===== config.mk =====
export PLATFORM = sky130hd
export DESIGN_NAME = unsigned_to_ascii_radix_top
export DESIGN_NICKNAME = d
export VERILOG_FILES = /design/src/hdl/u2a_pkg.sv /design/src/hdl/u2a_datapath.sv /design/src/hdl/u2a_ctrl.sv /design/src/hdl/unsigned_to_ascii_radix_top.sv
export VERILOG_INCLUDE_DIRS = /design/src /design/src/hdl
export SDC_FILE = /design/constraint.sdc
export NUM_CORES = 1
export LEC_CHECK = 0
export ABC_AREA = 0
export BUFFER_PORTS_ARGS = -buffer_cell sky130_fd_sc_hd__buf_2
export CORE_MARGIN = 2
export CORE_UTILIZATION = 35
export CTS_BUF_LIST = sky130_fd_sc_hd__clkbuf_16
export DETAILED_ROUTE_END_ITERATION = 8
export HOLD_SLACK_MARGIN = 0.12
export PLACE_DENSITY_LB_ADDON = 0.05
export SYNTH_ARGS = -nofsm -noshare
export SYNTH_HDL_FRONTEND = slang
export SYNTH_SLANG_ARGS = --single-unit

===== constraint.sdc =====
create_clock -name clk -period 3.3 [get_ports clk]
set_input_delay 0.33 -clock clk [delete_from_list [all_inputs] [get_ports clk]]
set_output_delay 0.33 -clock clk [all_outputs]
set_load 0.01 [all_outputs]

===== src/hdl/unsigned_to_ascii_radix_top_macros.svh =====
// ----------------------------------------------------------------------------
// Assertion macros for the radix converter
// Concurrent checks on clk with a synchronous active-high reset named rst.
// ----------------------------------------------------------------------------
`ifndef UNSIGNED_TO_ASCII_RADIX_TOP_MACROS_SVH
`define UNSIGNED_TO_ASCII_RADIX_TOP_MACROS_SVH

`ifndef SYNTHESIS
// Same-cycle implication.
`define U2A_ASSERT_IMP(lbl, ante, cons, msg) \
  lbl: assert property (@(posedge clk) disable iff (rst) (ante) |-> (cons)) \
    else $error(msg);
// Next-cycle implication.
`define U2A_ASSERT_NXT(lbl, ante, cons, msg) \
  lbl: assert property (@(posedge clk) disable iff (rst) (ante) |=> (cons)) \
    else $error(msg);
`else
`define U2A_ASSERT_IMP(lbl, ante, cons, msg)
`define U2A_ASSERT_NXT(lbl, ante, cons, msg)
`endif

`endif


===== src/hdl/u2a_pkg.sv =====
// ----------------------------------------------------------------------------
// u2a_pkg
// Shared codes, widths, control structs and the digit glyph function.
// ----------------------------------------------------------------------------
`default_nettype none

package u2a_pkg;

  localparam int KIND_W    = 2;
  localparam int DIGIT_W   = 4;
  localparam int CHAR_W    = 7;
  localparam int CNT_OUT_W = 4;
  localparam int M_TDATA_W = 16;

  localparam logic [KIND_W-1:0] KIND_DEC    = 2'd0;
  localparam logic [KIND_W-1:0] KIND_OCT    = 2'd1;
  localparam logic [KIND_W-1:0] KIND_HEX_LO = 2'd2;
  localparam logic [KIND_W-1:0] KIND_HEX_UP = 2'd3;

  localparam logic [CHAR_W-1:0] CHAR_ZERO    = 7'h30;
  localparam logic [CHAR_W-1:0] CHAR_UPPER_A = 7'h41;
  localparam logic [CHAR_W-1:0] CHAR_LOWER_A = 7'h61;

  // Commands from the controller to the datapath.
  typedef struct packed {
    logic load;   // take a new value and kind
    logic shift;  // one double-dabble step
    logic latch;  // capture the digit count
    logic fetch;  // load the next digit into the output register
  } u2a_cmd_t;

  // Status from the datapath to the controller.
  typedef struct packed {
    logic load_dec;  // incoming word asks for decimal
    logic out_last;  // output register holds the final digit
  } u2a_status_t;

  function automatic logic [CHAR_W-1:0] u2a_glyph(input logic [DIGIT_W-1:0] d,
                                                  input logic upper);
    return (d < DIGIT_W'(10)) ? CHAR_ZERO + CHAR_W'(d)
         : (upper ? CHAR_UPPER_A : CHAR_LOWER_A) + CHAR_W'(d) - CHAR_W'(10);
  endfunction

endpackage

`default_nettype wire


===== src/hdl/u2a_datapath.sv =====
// ----------------------------------------------------------------------------
// u2a_datapath
// Digit register file, double-dabble shifter, leading-digit search and the
// registered output digit.
// ----------------------------------------------------------------------------
`default_nettype none

module u2a_datapath
  import u2a_pkg::*;
#(
  parameter int VALUE_WIDTH = 32
) (
  input  wire                      clk,
  input  wire  [VALUE_WIDTH-1:0]   value_in,
  input  wire  [KIND_W-1:0]        kind_in,
  input  wire  u2a_cmd_t           cmd,
  output u2a_status_t              status,
  output logic [CHAR_W-1:0]        out_char,
  output logic                     out_last,
  output logic [CNT_OUT_W-1:0]     out_count
);

  localparam int SLOTS = (VALUE_WIDTH + 2) / 3;
  localparam int PAD_W = 4 * SLOTS;
  localparam int CW    = $clog2(SLOTS + 1);
  localparam int IW    = $clog2(SLOTS);

  logic [VALUE_WIDTH-1:0] shreg;
  logic                   upper;
  logic [DIGIT_W-1:0]     digits      [SLOTS];
  logic [DIGIT_W-1:0]     load_digits [SLOTS];
  logic [DIGIT_W-1:0]     adj         [SLOTS];
  logic [DIGIT_W-1:0]     step        [SLOTS];
  logic [PAD_W-1:0]       padded;
  logic [CW-1:0]          count;
  logic [CW-1:0]          count_next;
  logic [IW-1:0]          idx;

  assign padded = PAD_W'(value_in);

  // Octal and hex digits are plain bit groups; decimal starts from zero and
  // is built by the shift loop.
  always_comb begin
    for (int i = 0; i < SLOTS; i++) begin
      if (kind_in == KIND_DEC) begin
        load_digits[i] = '0;
      end else if (kind_in == KIND_OCT) begin
        load_digits[i] = {1'b0, padded[3*i +: 3]};
      end else begin
        load_digits[i] = padded[4*i +: 4];
      end
    end
  end

  always_comb begin
    for (int i = 0; i < SLOTS; i++) begin
      adj[i] = (digits[i] >= DIGIT_W'(5)) ? digits[i] + DIGIT_W'(3) : digits[i];
    end
    step[0] = {adj[0][2:0], shreg[VALUE_WIDTH-1]};
    for (int i = 1; i < SLOTS; i++) begin
      step[i] = {adj[i][2:0], adj[i-1][3]};
    end
  end

  // Highest nonzero digit sets the count; zero still yields one digit.
  always_comb begin
    count_next = CW'(1);
    for (int i = 0; i < SLOTS; i++) begin
      if (digits[i] != '0) begin
        count_next = CW'(i + 1);
      end
    end
  end

  always_ff @(posedge clk) begin
    if (cmd.load) begin
      shreg  <= value_in;
      upper  <= (kind_in == KIND_HEX_UP);
      digits <= load_digits;
    end else if (cmd.shift) begin
      shreg  <= {shreg[VALUE_WIDTH-2:0], 1'b0};
      digits <= step;
    end
    if (cmd.latch) begin
      count <= count_next;
      idx   <= IW'(count_next - CW'(1));
    end
    if (cmd.fetch) begin
      out_char  <= u2a_glyph(digits[idx], upper);
      out_last  <= (idx == '0);
      out_count <= (idx == '0) ? CNT_OUT_W'(count) : '0;
      idx       <= idx - IW'(1);
    end
  end

  assign status.load_dec = (kind_in == KIND_DEC);
  assign status.out_last = out_last;

endmodule

`default_nettype wire


===== src/hdl/u2a_ctrl.sv =====
// ----------------------------------------------------------------------------
// u2a_ctrl
// Sequencer: accept, decimal shift loop, count capture, digit emission.
// ----------------------------------------------------------------------------
`default_nettype none

`include "unsigned_to_ascii_radix_top_macros.svh"

module u2a_ctrl
  import u2a_pkg::*;
#(
  parameter int VALUE_WIDTH = 32
) (
  input  wire         clk,
  input  wire         rst,
  input  wire         in_valid,
  output logic        in_ready,
  output logic        out_valid,
  input  wire         out_ready,
  output u2a_cmd_t    cmd,
  input  wire  u2a_status_t status
);

  localparam int BW = $clog2(VALUE_WIDTH);

  typedef enum logic [2:0] {
    ST_IDLE,
    ST_CONVERT,
    ST_COUNT,
    ST_FETCH,
    ST_EMIT
  } state_t;

  state_t        state;
  logic [BW-1:0] bitcnt;

  assign in_ready = (state == ST_IDLE);

  always_comb begin
    cmd       = '0;
    cmd.load  = (state == ST_IDLE) && in_valid;
    cmd.shift = (state == ST_CONVERT);
    cmd.latch = (state == ST_COUNT);
    cmd.fetch = (state == ST_FETCH) ||
                ((state == ST_EMIT) && out_ready && !status.out_last);
  end

  always_ff @(posedge clk) begin
    if (rst) begin
      state     <= ST_IDLE;
      bitcnt    <= '0;
      out_valid <= 1'b0;
    end else begin
      case (state)
        ST_IDLE: begin
          if (in_valid) begin
            bitcnt <= BW'(VALUE_WIDTH - 1);
            state  <= status.load_dec ? ST_CONVERT : ST_COUNT;
          end
        end
        ST_CONVERT: begin
          if (bitcnt == '0) begin
            state <= ST_COUNT;
          end else begin
            bitcnt <= bitcnt - BW'(1);
          end
        end
        ST_COUNT: begin
          state <= ST_FETCH;
        end
        ST_FETCH: begin
          out_valid <= 1'b1;
          state     <= ST_EMIT;
        end
        ST_EMIT: begin
          if (out_ready && status.out_last) begin
            out_valid <= 1'b0;
            state     <= ST_IDLE;
          end
        end
        default: begin
          out_valid <= 1'b0;
          state     <= ST_IDLE;
        end
      endcase
    end
  end

  `U2A_ASSERT_IMP(a_no_overlap, out_valid, !in_ready, "input taken while digits pending")
  `U2A_ASSERT_NXT(a_accept_busy, in_valid && in_ready, !in_ready, "second word taken early")
  `U2A_ASSERT_NXT(a_last_idle, out_valid && out_ready && status.out_last,
                  in_ready && !out_valid, "no return to idle after final digit")
  `U2A_ASSERT_NXT(a_loop_end, (state == ST_CONVERT) && (bitcnt == '0),
                  state == ST_COUNT, "shift loop overran")

endmodule

`default_nettype wire


===== src/hdl/unsigned_to_ascii_radix_top.sv =====
// ----------------------------------------------------------------------------
// unsigned_to_ascii_radix_top
// Converts an unsigned value to ASCII digits in decimal, octal or hex,
// most significant digit first, with no leading zeros.
//
// Port group       Dir  Contents
// s_axis_*         in   tdata: value; tuser: kind
// m_axis_*         out  tdata: char_code, digit_count; tlast: final digit
//
// One value at a time. Decimal runs the double-dabble loop first, one value
// bit per cycle; octal and hex skip it and go straight to the count capture.
// Digits then leave at one word per cycle while m_axis_tready is high.
// A new value is taken only after the final digit's word is accepted.
// Reset returns the sequencer to idle; digit registers need no reset.
// ----------------------------------------------------------------------------
`default_nettype none

module unsigned_to_ascii_radix_top
  import u2a_pkg::*;
#(
  parameter int VALUE_WIDTH = 32
) (
  input  wire                                 clk,
  input  wire                                 rst,
  input  wire                                 s_axis_tvalid,
  output logic                                s_axis_tready,
  input  wire  [((VALUE_WIDTH + 7) / 8)*8-1:0] s_axis_tdata,  // value
  input  wire  [KIND_W-1:0]                   s_axis_tuser,  // kind
  output logic                                m_axis_tvalid,
  input  wire                                 m_axis_tready,
  output logic [M_TDATA_W-1:0]                m_axis_tdata,  // char_code, digit_count
  output logic                                m_axis_tlast
);

  u2a_cmd_t            cmd;
  u2a_status_t         status;
  logic [CHAR_W-1:0]   out_char;
  logic [CNT_OUT_W-1:0] out_count;

  u2a_ctrl #(
    .VALUE_WIDTH(VALUE_WIDTH)
  ) u_ctrl (
    .clk      (clk),
    .rst      (rst),
    .in_valid (s_axis_tvalid),
    .in_ready (s_axis_tready),
    .out_valid(m_axis_tvalid),
    .out_ready(m_axis_tready),
    .cmd      (cmd),
    .status   (status)
  );

  u2a_datapath #(
    .VALUE_WIDTH(VALUE_WIDTH)
  ) u_datapath (
    .clk      (clk),
    .value_in (s_axis_tdata[VALUE_WIDTH-1:0]),
    .kind_in  (s_axis_tuser),
    .cmd      (cmd),
    .status   (status),
    .out_char (out_char),
    .out_last (m_axis_tlast),
    .out_count(out_count)
  );

  assign m_axis_tdata = {{(M_TDATA_W - CHAR_W - CNT_OUT_W){1'b0}}, out_count, out_char};

endmodule

`default_nettype wire


# ---- Yosys cells after proc, flatten, opt, wreduce, memory -nomap -nowiden
# Cells that the tools add are included.
# Widths: inputs -> output; s select.
dict set report classes {
  addsub 17
  magnitude_cmp 13
  eq_ne 10
  n_mux 64
  bitwise 2
  reduce_logical 27
}
# operator n
set ops {}
lappend ops {{$mux 4} 37}
lappend ops {{$mux 44} 2}
lappend ops {{$mux 32} 2}
lappend ops {{$ge 4x3->1 const B} 11}
lappend ops {{$add 4x2->4 const B} 10}
lappend ops {{$reduce_bool 4->1} 10}
lappend ops {{$mux 3} 10}
lappend ops {{$bmux 4 s4} 1}
lappend ops {{$pmux 3 s5} 1}
lappend ops {{$mux 5} 2}
lappend ops {{$pmux 5 s2} 1}
lappend ops {{$mux 2} 4}
lappend ops {{$sub 4x1->4 const B} 2}
lappend ops {{$add 6x4->7 const A} 1}
lappend ops {{$add 7x4->7} 1}
lappend ops {{$mux 7} 1}
lappend ops {{$sub 7x4->7 const B} 1}
lappend ops {{$eq 3x2->1 const B} 2}
lappend ops {{$mux 6} 1}
lappend ops {{$ne 2x2->1 const B} 3}
lappend ops {{$reduce_and 3->1} 2}
lappend ops {{$reduce_bool 2->1} 3}
lappend ops {{$ge 5x5->1 const B} 1}
lappend ops {{$logic_not 5->1} 1}
lappend ops {{20 further kinds} 23}
dict set report word_totals {
  register_bits 106
  out_inout_bits 19
  wordCells 154
}

# ---- Depth between registers and ports, before layout
dict set report logic_depth {
  word_depth 14
  depth_mapped 10
  depth_no_buf 8
}

# ---- Modules after synthesis
# From an unflattened synthesis, not the netlist that was laid out.
dict set report unflattened {
  hier_cells 597
  area_unflattened_um2 6362.4
}
# mod n_inst cells_each area_each_um2 seq_area_each_um2
set modules_own_cells {}
lappend modules_own_cells {u2a_datapath 1 533 5769.3 2912.8}
lappend modules_own_cells {u2a_ctrl 1 58 551.8 180.2}
lappend modules_own_cells {unsigned_to_ascii_radix_top 1 6 41.3 0.0}

# ---- Least setup slack after synthesis
# OpenSTA, ideal clock, no wires.
dict set report synth_timing {
  path_kind {flip-flop to flip-flop}
  start {register u_ctrl.state[2]}
  end {register u_datapath.digits[0] (netlist bit) (enable)}
  setup_ps 401
  arrival_ps 2290
  path_slack_ps 609
  stages_incl_launch_ff 7
  period_less_slack_ps 2691
  cell_sequence {dfxtp_1 buf_2 nor3_1 nand2_1 inv_1 buf_2 or2_2}
}
dict set report synth_between {
  elab_chain_cells 3
  elab_cells_between_ends 4
}
# element line_no
set synth_lines {}
lappend synth_lines {{start, declared} u2a_ctrl.sv:34} ;# state_t state;
lappend synth_lines {{start signal, assigned} u2a_ctrl.sv:58} ;# state <= status.load_dec ? ST_CONVERT : ST_COUNT;
lappend synth_lines {{$logic_not 3->1} n/a}
lappend synth_lines {{net s_axis_tready} unsigned_to_ascii_radix_top.sv:26} ;# output logic s_axis_tready,
lappend synth_lines {{$logic_and 1x1->1} u2a_ctrl.sv:41} ;# cmd.load = (state == ST_IDLE) && in_valid;
lappend synth_lines {{$reduce_bool 2->1 (no line)} n/a}
lappend synth_lines {{end signal, assigned} u2a_datapath.sv:79} ;# digits <= load_digits;
lappend synth_lines {{end signal, assigned} u2a_datapath.sv:82} ;# digits <= step;
lappend synth_lines {{end, declared} u2a_datapath.sv:30} ;# logic [DIGIT_W-1:0] digits [SLOTS];
# The timed path passes the listed nets, and every way through them passes these cells.
# A chain may end at the register's enable or synchronous reset.

# ---- Worst setup path in the final report
dict set report layout_timing {
  start {register u_datapath.idx[1]}
  end {register u_datapath.out_char[2] (data pin)}
}
dict set report layout_between {
  elab_chain_cells 7
  elab_cells_between_ends 9
}
# element line_no
set layout_lines {}
lappend layout_lines {{start, declared} u2a_datapath.sv:37} ;# logic [IW-1:0] idx;
lappend layout_lines {{start signal, assigned} u2a_datapath.sv:86} ;# idx <= IW'(count_next - CW'(1));
lappend layout_lines {{start signal, assigned} u2a_datapath.sv:92} ;# idx <= idx - IW'(1);
lappend layout_lines {{$not 4->5 (implied by the code) (*)} u2a_datapath.sv:89} ;# out_char <= u2a_glyph(digits[idx], upper);
lappend layout_lines {{$bmux 4 s4 (*)} u2a_datapath.sv:89}
lappend layout_lines {{$mux 4 (implied by the code) (*) (2 in series)} u2a_datapath.sv:89}
lappend layout_lines {{$add 7x4->7} u2a_pkg.sv:41} ;# : (upper ? CHAR_UPPER_A : CHAR_LOWER_A) + CHAR_W'(d) - CHAR_W'(10);
lappend layout_lines {{$sub 7x4->7} u2a_pkg.sv:41}
lappend layout_lines {{$mux 7 (*)} u2a_pkg.sv:40} ;# return (d < DIGIT_W'(10)) ? CHAR_ZERO + CHAR_W'(d)
lappend layout_lines {{end signal, assigned} u2a_datapath.sv:89}
lappend layout_lines {{end, declared} u2a_datapath.sv:18} ;# output logic [CHAR_W-1:0] out_char,
# Mark *: on every way between the ends. The rest lies on a longest branch, timed or not. The select of a mux whose other input is x is not followed.

==> results.py <==
metrics = {
    "run_status": {
        "status": "complete, no violations",
    },
    "global_routing": {
        "grt_max_degree": 86,
        "grt_usage": 0.160,
        "grt_pass1_vias": 4523,
        "grt-ovfl-total": 0,
        "grt_antenna_before_repair": 0,
        "grt_pass1_wl_um": 24500,
    },
    "pwr": {
        "power_density_nw_per_um2": 767,
        "power.leakage_uw": 0.00275,
        "vdd_drop_max_v": 0.000344,
    },
    "placed_design": {
        "place_area_um2": 6730,
        "place_congestion": 0.799,
        "dp_slack_ns": 0.801,
        "io_buffers": 51,
        "hpwl_um": 10300,
    },
    "finish": {
        "areaGrowthSynthToFinish_pct": 11.4,
        "postLayoutCoreUtil": 0.394,
        "design_area_um2": 7010,
        "antenna_cells": 0,
        "final.fill_count": 1773,
        "finalNetCount": 720,
        "drive_above_1_share": 0.146,
    },
    "drt": {
        "wl_per_cell_um": 16.8,
        "totalWireLength_um": 14900,
        "via_per_inst": 5.07,
        "drtAntennaViolNets": 0,
        "firstDrtPassIters": 4,
        "drcViolationCount": 0,
        "drtIter0Drc": 253,
        "via_count": 4504,
    },
    "worst_setup_path": {
        "r2r_slack_ns": 0.80,
        "crit_fanout": 17,
        "timing.rr.end": "u_datapath.out_char[2]",
        "arrival_ns": 2.70,
        "startpoint_type": "register",
        "setup.worst_path.end": "u_datapath.out_char[2]",
        "crit_path_end_kind": "register",
        "startpoint": "u_datapath.idx[1]",
        "critPathKind": "reg2reg",
        "reg2reg_depth": 7,
        "reg2reg_from": "u_datapath.idx[1]",
        "required_ns": 3.49,
    },
    "sta": {
        "finalCritPeriodShare": 0.759,
        "period_needed_ns": 2.50,
        "finalSetupViolCount": 0,
        "finClkSkew_ns": 0.0136,
        "fmax_mhz": 399,
        "setup_ws_ns": 0.796,
        "slew_headroom": 0.392,
        "rsz0062_at_grt": "false",
        "fin_tns_setup_ns": 0,
        "worstMarginPinSlew_ns": 0.900,
        "slew_viol_final": 0,
        "whs_ns": 0.244,
        "hold_viol_final": 0,
    },
    "yosys": {
        "synth-seq-cells": 106,
        "synthDistinctLibCells": 60,
        "yosysMostFrequentCell": "nand2_1",
        "synth_edf_count": 97,
        "syn_area_um2": 6290,
        "async_flop_share": 0,
        "netlist_top_cells_count": "nand2_1 (118), edfxtp_1 (97), a21oi_1 (46), o21ai_0 (38), inv_1 (32)",
        "yosys_warnings": 0,
        "ys_seq_area_frac": 0.492,
        "yosysTopAreaCell": "edfxtp_1",
        "synth_top_area_share": 0.463,
        "syn_avg_cell_area_um2": 10.2,
        "syn-instance-count": 619,
        "synth_flop_cell": "edfxtp_1",
        "ys_top_cells_by_area": "edfxtp_1 (46%), nand2_1 (7.0%), ha_1 (5.6%), a21oi_1 (3.7%), o21ai_0 (3.0%)",
    },
    "floorplanning": {
        "die_y_um": 138,
        "initial_core_util": 0.354,
        "die_w_um": 138,
        "fp.dieArea_um2": 19100,
        "coreArea_um2": 17800,
        "rows": 49,
        "io_pins": 57,
    },
    "job": {
        "cap_violations": 0,
    },
    "cts": {
        "clock_path_buffers": 2,
        "cts_hold_buf": 0,
        "cts_tree": "built",
        "cts-root-buf": "clkbuf_16",
        "path_clk_slew_ns": 0.08,
        "cts_buffers": 9,
        "cts_resized": 0,
        "cts_sinks": 106,
        "clk_latency_ns": 0.36,
        "post-cts-setup-buffers": 0,
        "htree_levels": 3,
    },
    "worst_hold_path": {
        "hold_path_class": "in2reg",
        "min_path_cells": 2,
    },
}
==> cells by family (layout without fill, tap and decap cells) <==
group | Yosys count | in the layout | synth area share
buffers and inverters | 68 | 104 | 0.0473
and+or+nand+nor | 236 | 236 | 0.183
AOI/OAI and AO/OA | 128 | 128 | 0.128
other | 1 | 5 | 0.000596
muxes | 25 | 25 | 0.0565
DFF | 106 | 106 | 0.492
adders and majority gates | 28 | 28 | 0.0557
xor gates and xnor gates | 27 | 27 | 0.0376
==> worst min-delay path by stage <==
stage / from / to
6_report: rst / u_ctrl.bitcnt[3]
5_1_grt: rst / u_ctrl.out_valid
4_1_cts: rst / u_ctrl.bitcnt[4]
3_5_place_dp: u_ctrl.out_valid / u_ctrl.out_valid
3_3_place_gp: u_ctrl.out_valid / u_ctrl.out_valid
2_1_floorplan: u_ctrl.out_valid / u_ctrl.out_valid
==> per-stage QoR <==
stage / instances / total power [uW]
final: 888 / 5370
after floorplan: 623 / 3820
after global routing: 888 / 5810
after CTS: 888 / 5440
after detailed placement: 872 / 4380
after global placement: 872 / 4340
==> flip-flops by register name, indices dropped and copies added (netlist names) <==
name	cells
u_datapath.out_last	1
u_datapath.out_char	7
u_ctrl.out_valid	1
u_datapath.upper	1
u_datapath.shreg	32
u_ctrl.bitcnt	5
u_datapath.digits	44
u_datapath.count	4
u_ctrl.state	3
u_datapath.idx	4
u_datapath.out_count	4
==> cells in the final DEF, fill, tap and decap left out, types with 2 or more instances in the layout <==
cell / count
a21o_1: 3
a21oi_1: 46
a221oi_1: 14
a22oi_1: 8
and2_1: 6
and3_1: 2
buf_2: 51
buf_4: 4
clkbuf_16: 10
conb_1: 5
dfxtp_1: 9
edfxtp_1: 97
ha_1: 28
inv_1: 33
inv_2: 3
mux2i_1: 16
mux4_2: 7
nand2_1: 117
nand2_2: 2
nand2b_1: 16
nand3_1: 18
nand3b_1: 4
nor2_1: 29
nor2b_1: 4
nor3b_1: 13
nor4_1: 2
o21ai_0: 38
o31ai_1: 3
or3_1: 8
or3b_1: 2
or3b_2: 2
xnor2_1: 13
xor2_1: 14
==> critical path: stages, from the launching register on <==
cell and delay, ns:
edfxtp_1 0.87, mux2i_1 0.23, mux4_2 0.50, o21ai_2 0.19, inv_1 0.06, ha_1 0.22
nand2_1 0.08, mux2i_1 0.20
==> report_power, final <==
part / internal [uW] / leakage (uW) / total (uW) / switching, uW
Combinational: 820 / 0.00160 / 1890 / 1070
Clock: 553 / 0.000151 / 1050 / 497
Sequential: 2050 / 0.000996 / 2440 / 388
==> area by class of cell <==
class                      count  area, um2  area share
clock buffer                  10        250      0.0357
clock inverter                 6       30.0     0.00428
inverter                      32        120      0.0171
multi-input combinational    449       2920       0.417
sequential                   106       3090       0.441
tap                          229        287      0.0409
timing repair buffer          56        305      0.0436
==> metal layers <==
layer | wire [um] | share of wire | up-vias | GRT usage
li1 | - | - | 2268 | -
met1 | 7430 | 0.50 | 2169 | 0.226
met2 | 6940 | 0.47 | 55 | 0.257
met3 | 363 | 0.024 | 12 | 0.0249
met4 | 172 | 0.012 | 0 | 0.0446
met5 | 0 | 0 | - | 0
(Power assumes the default switching activity.)
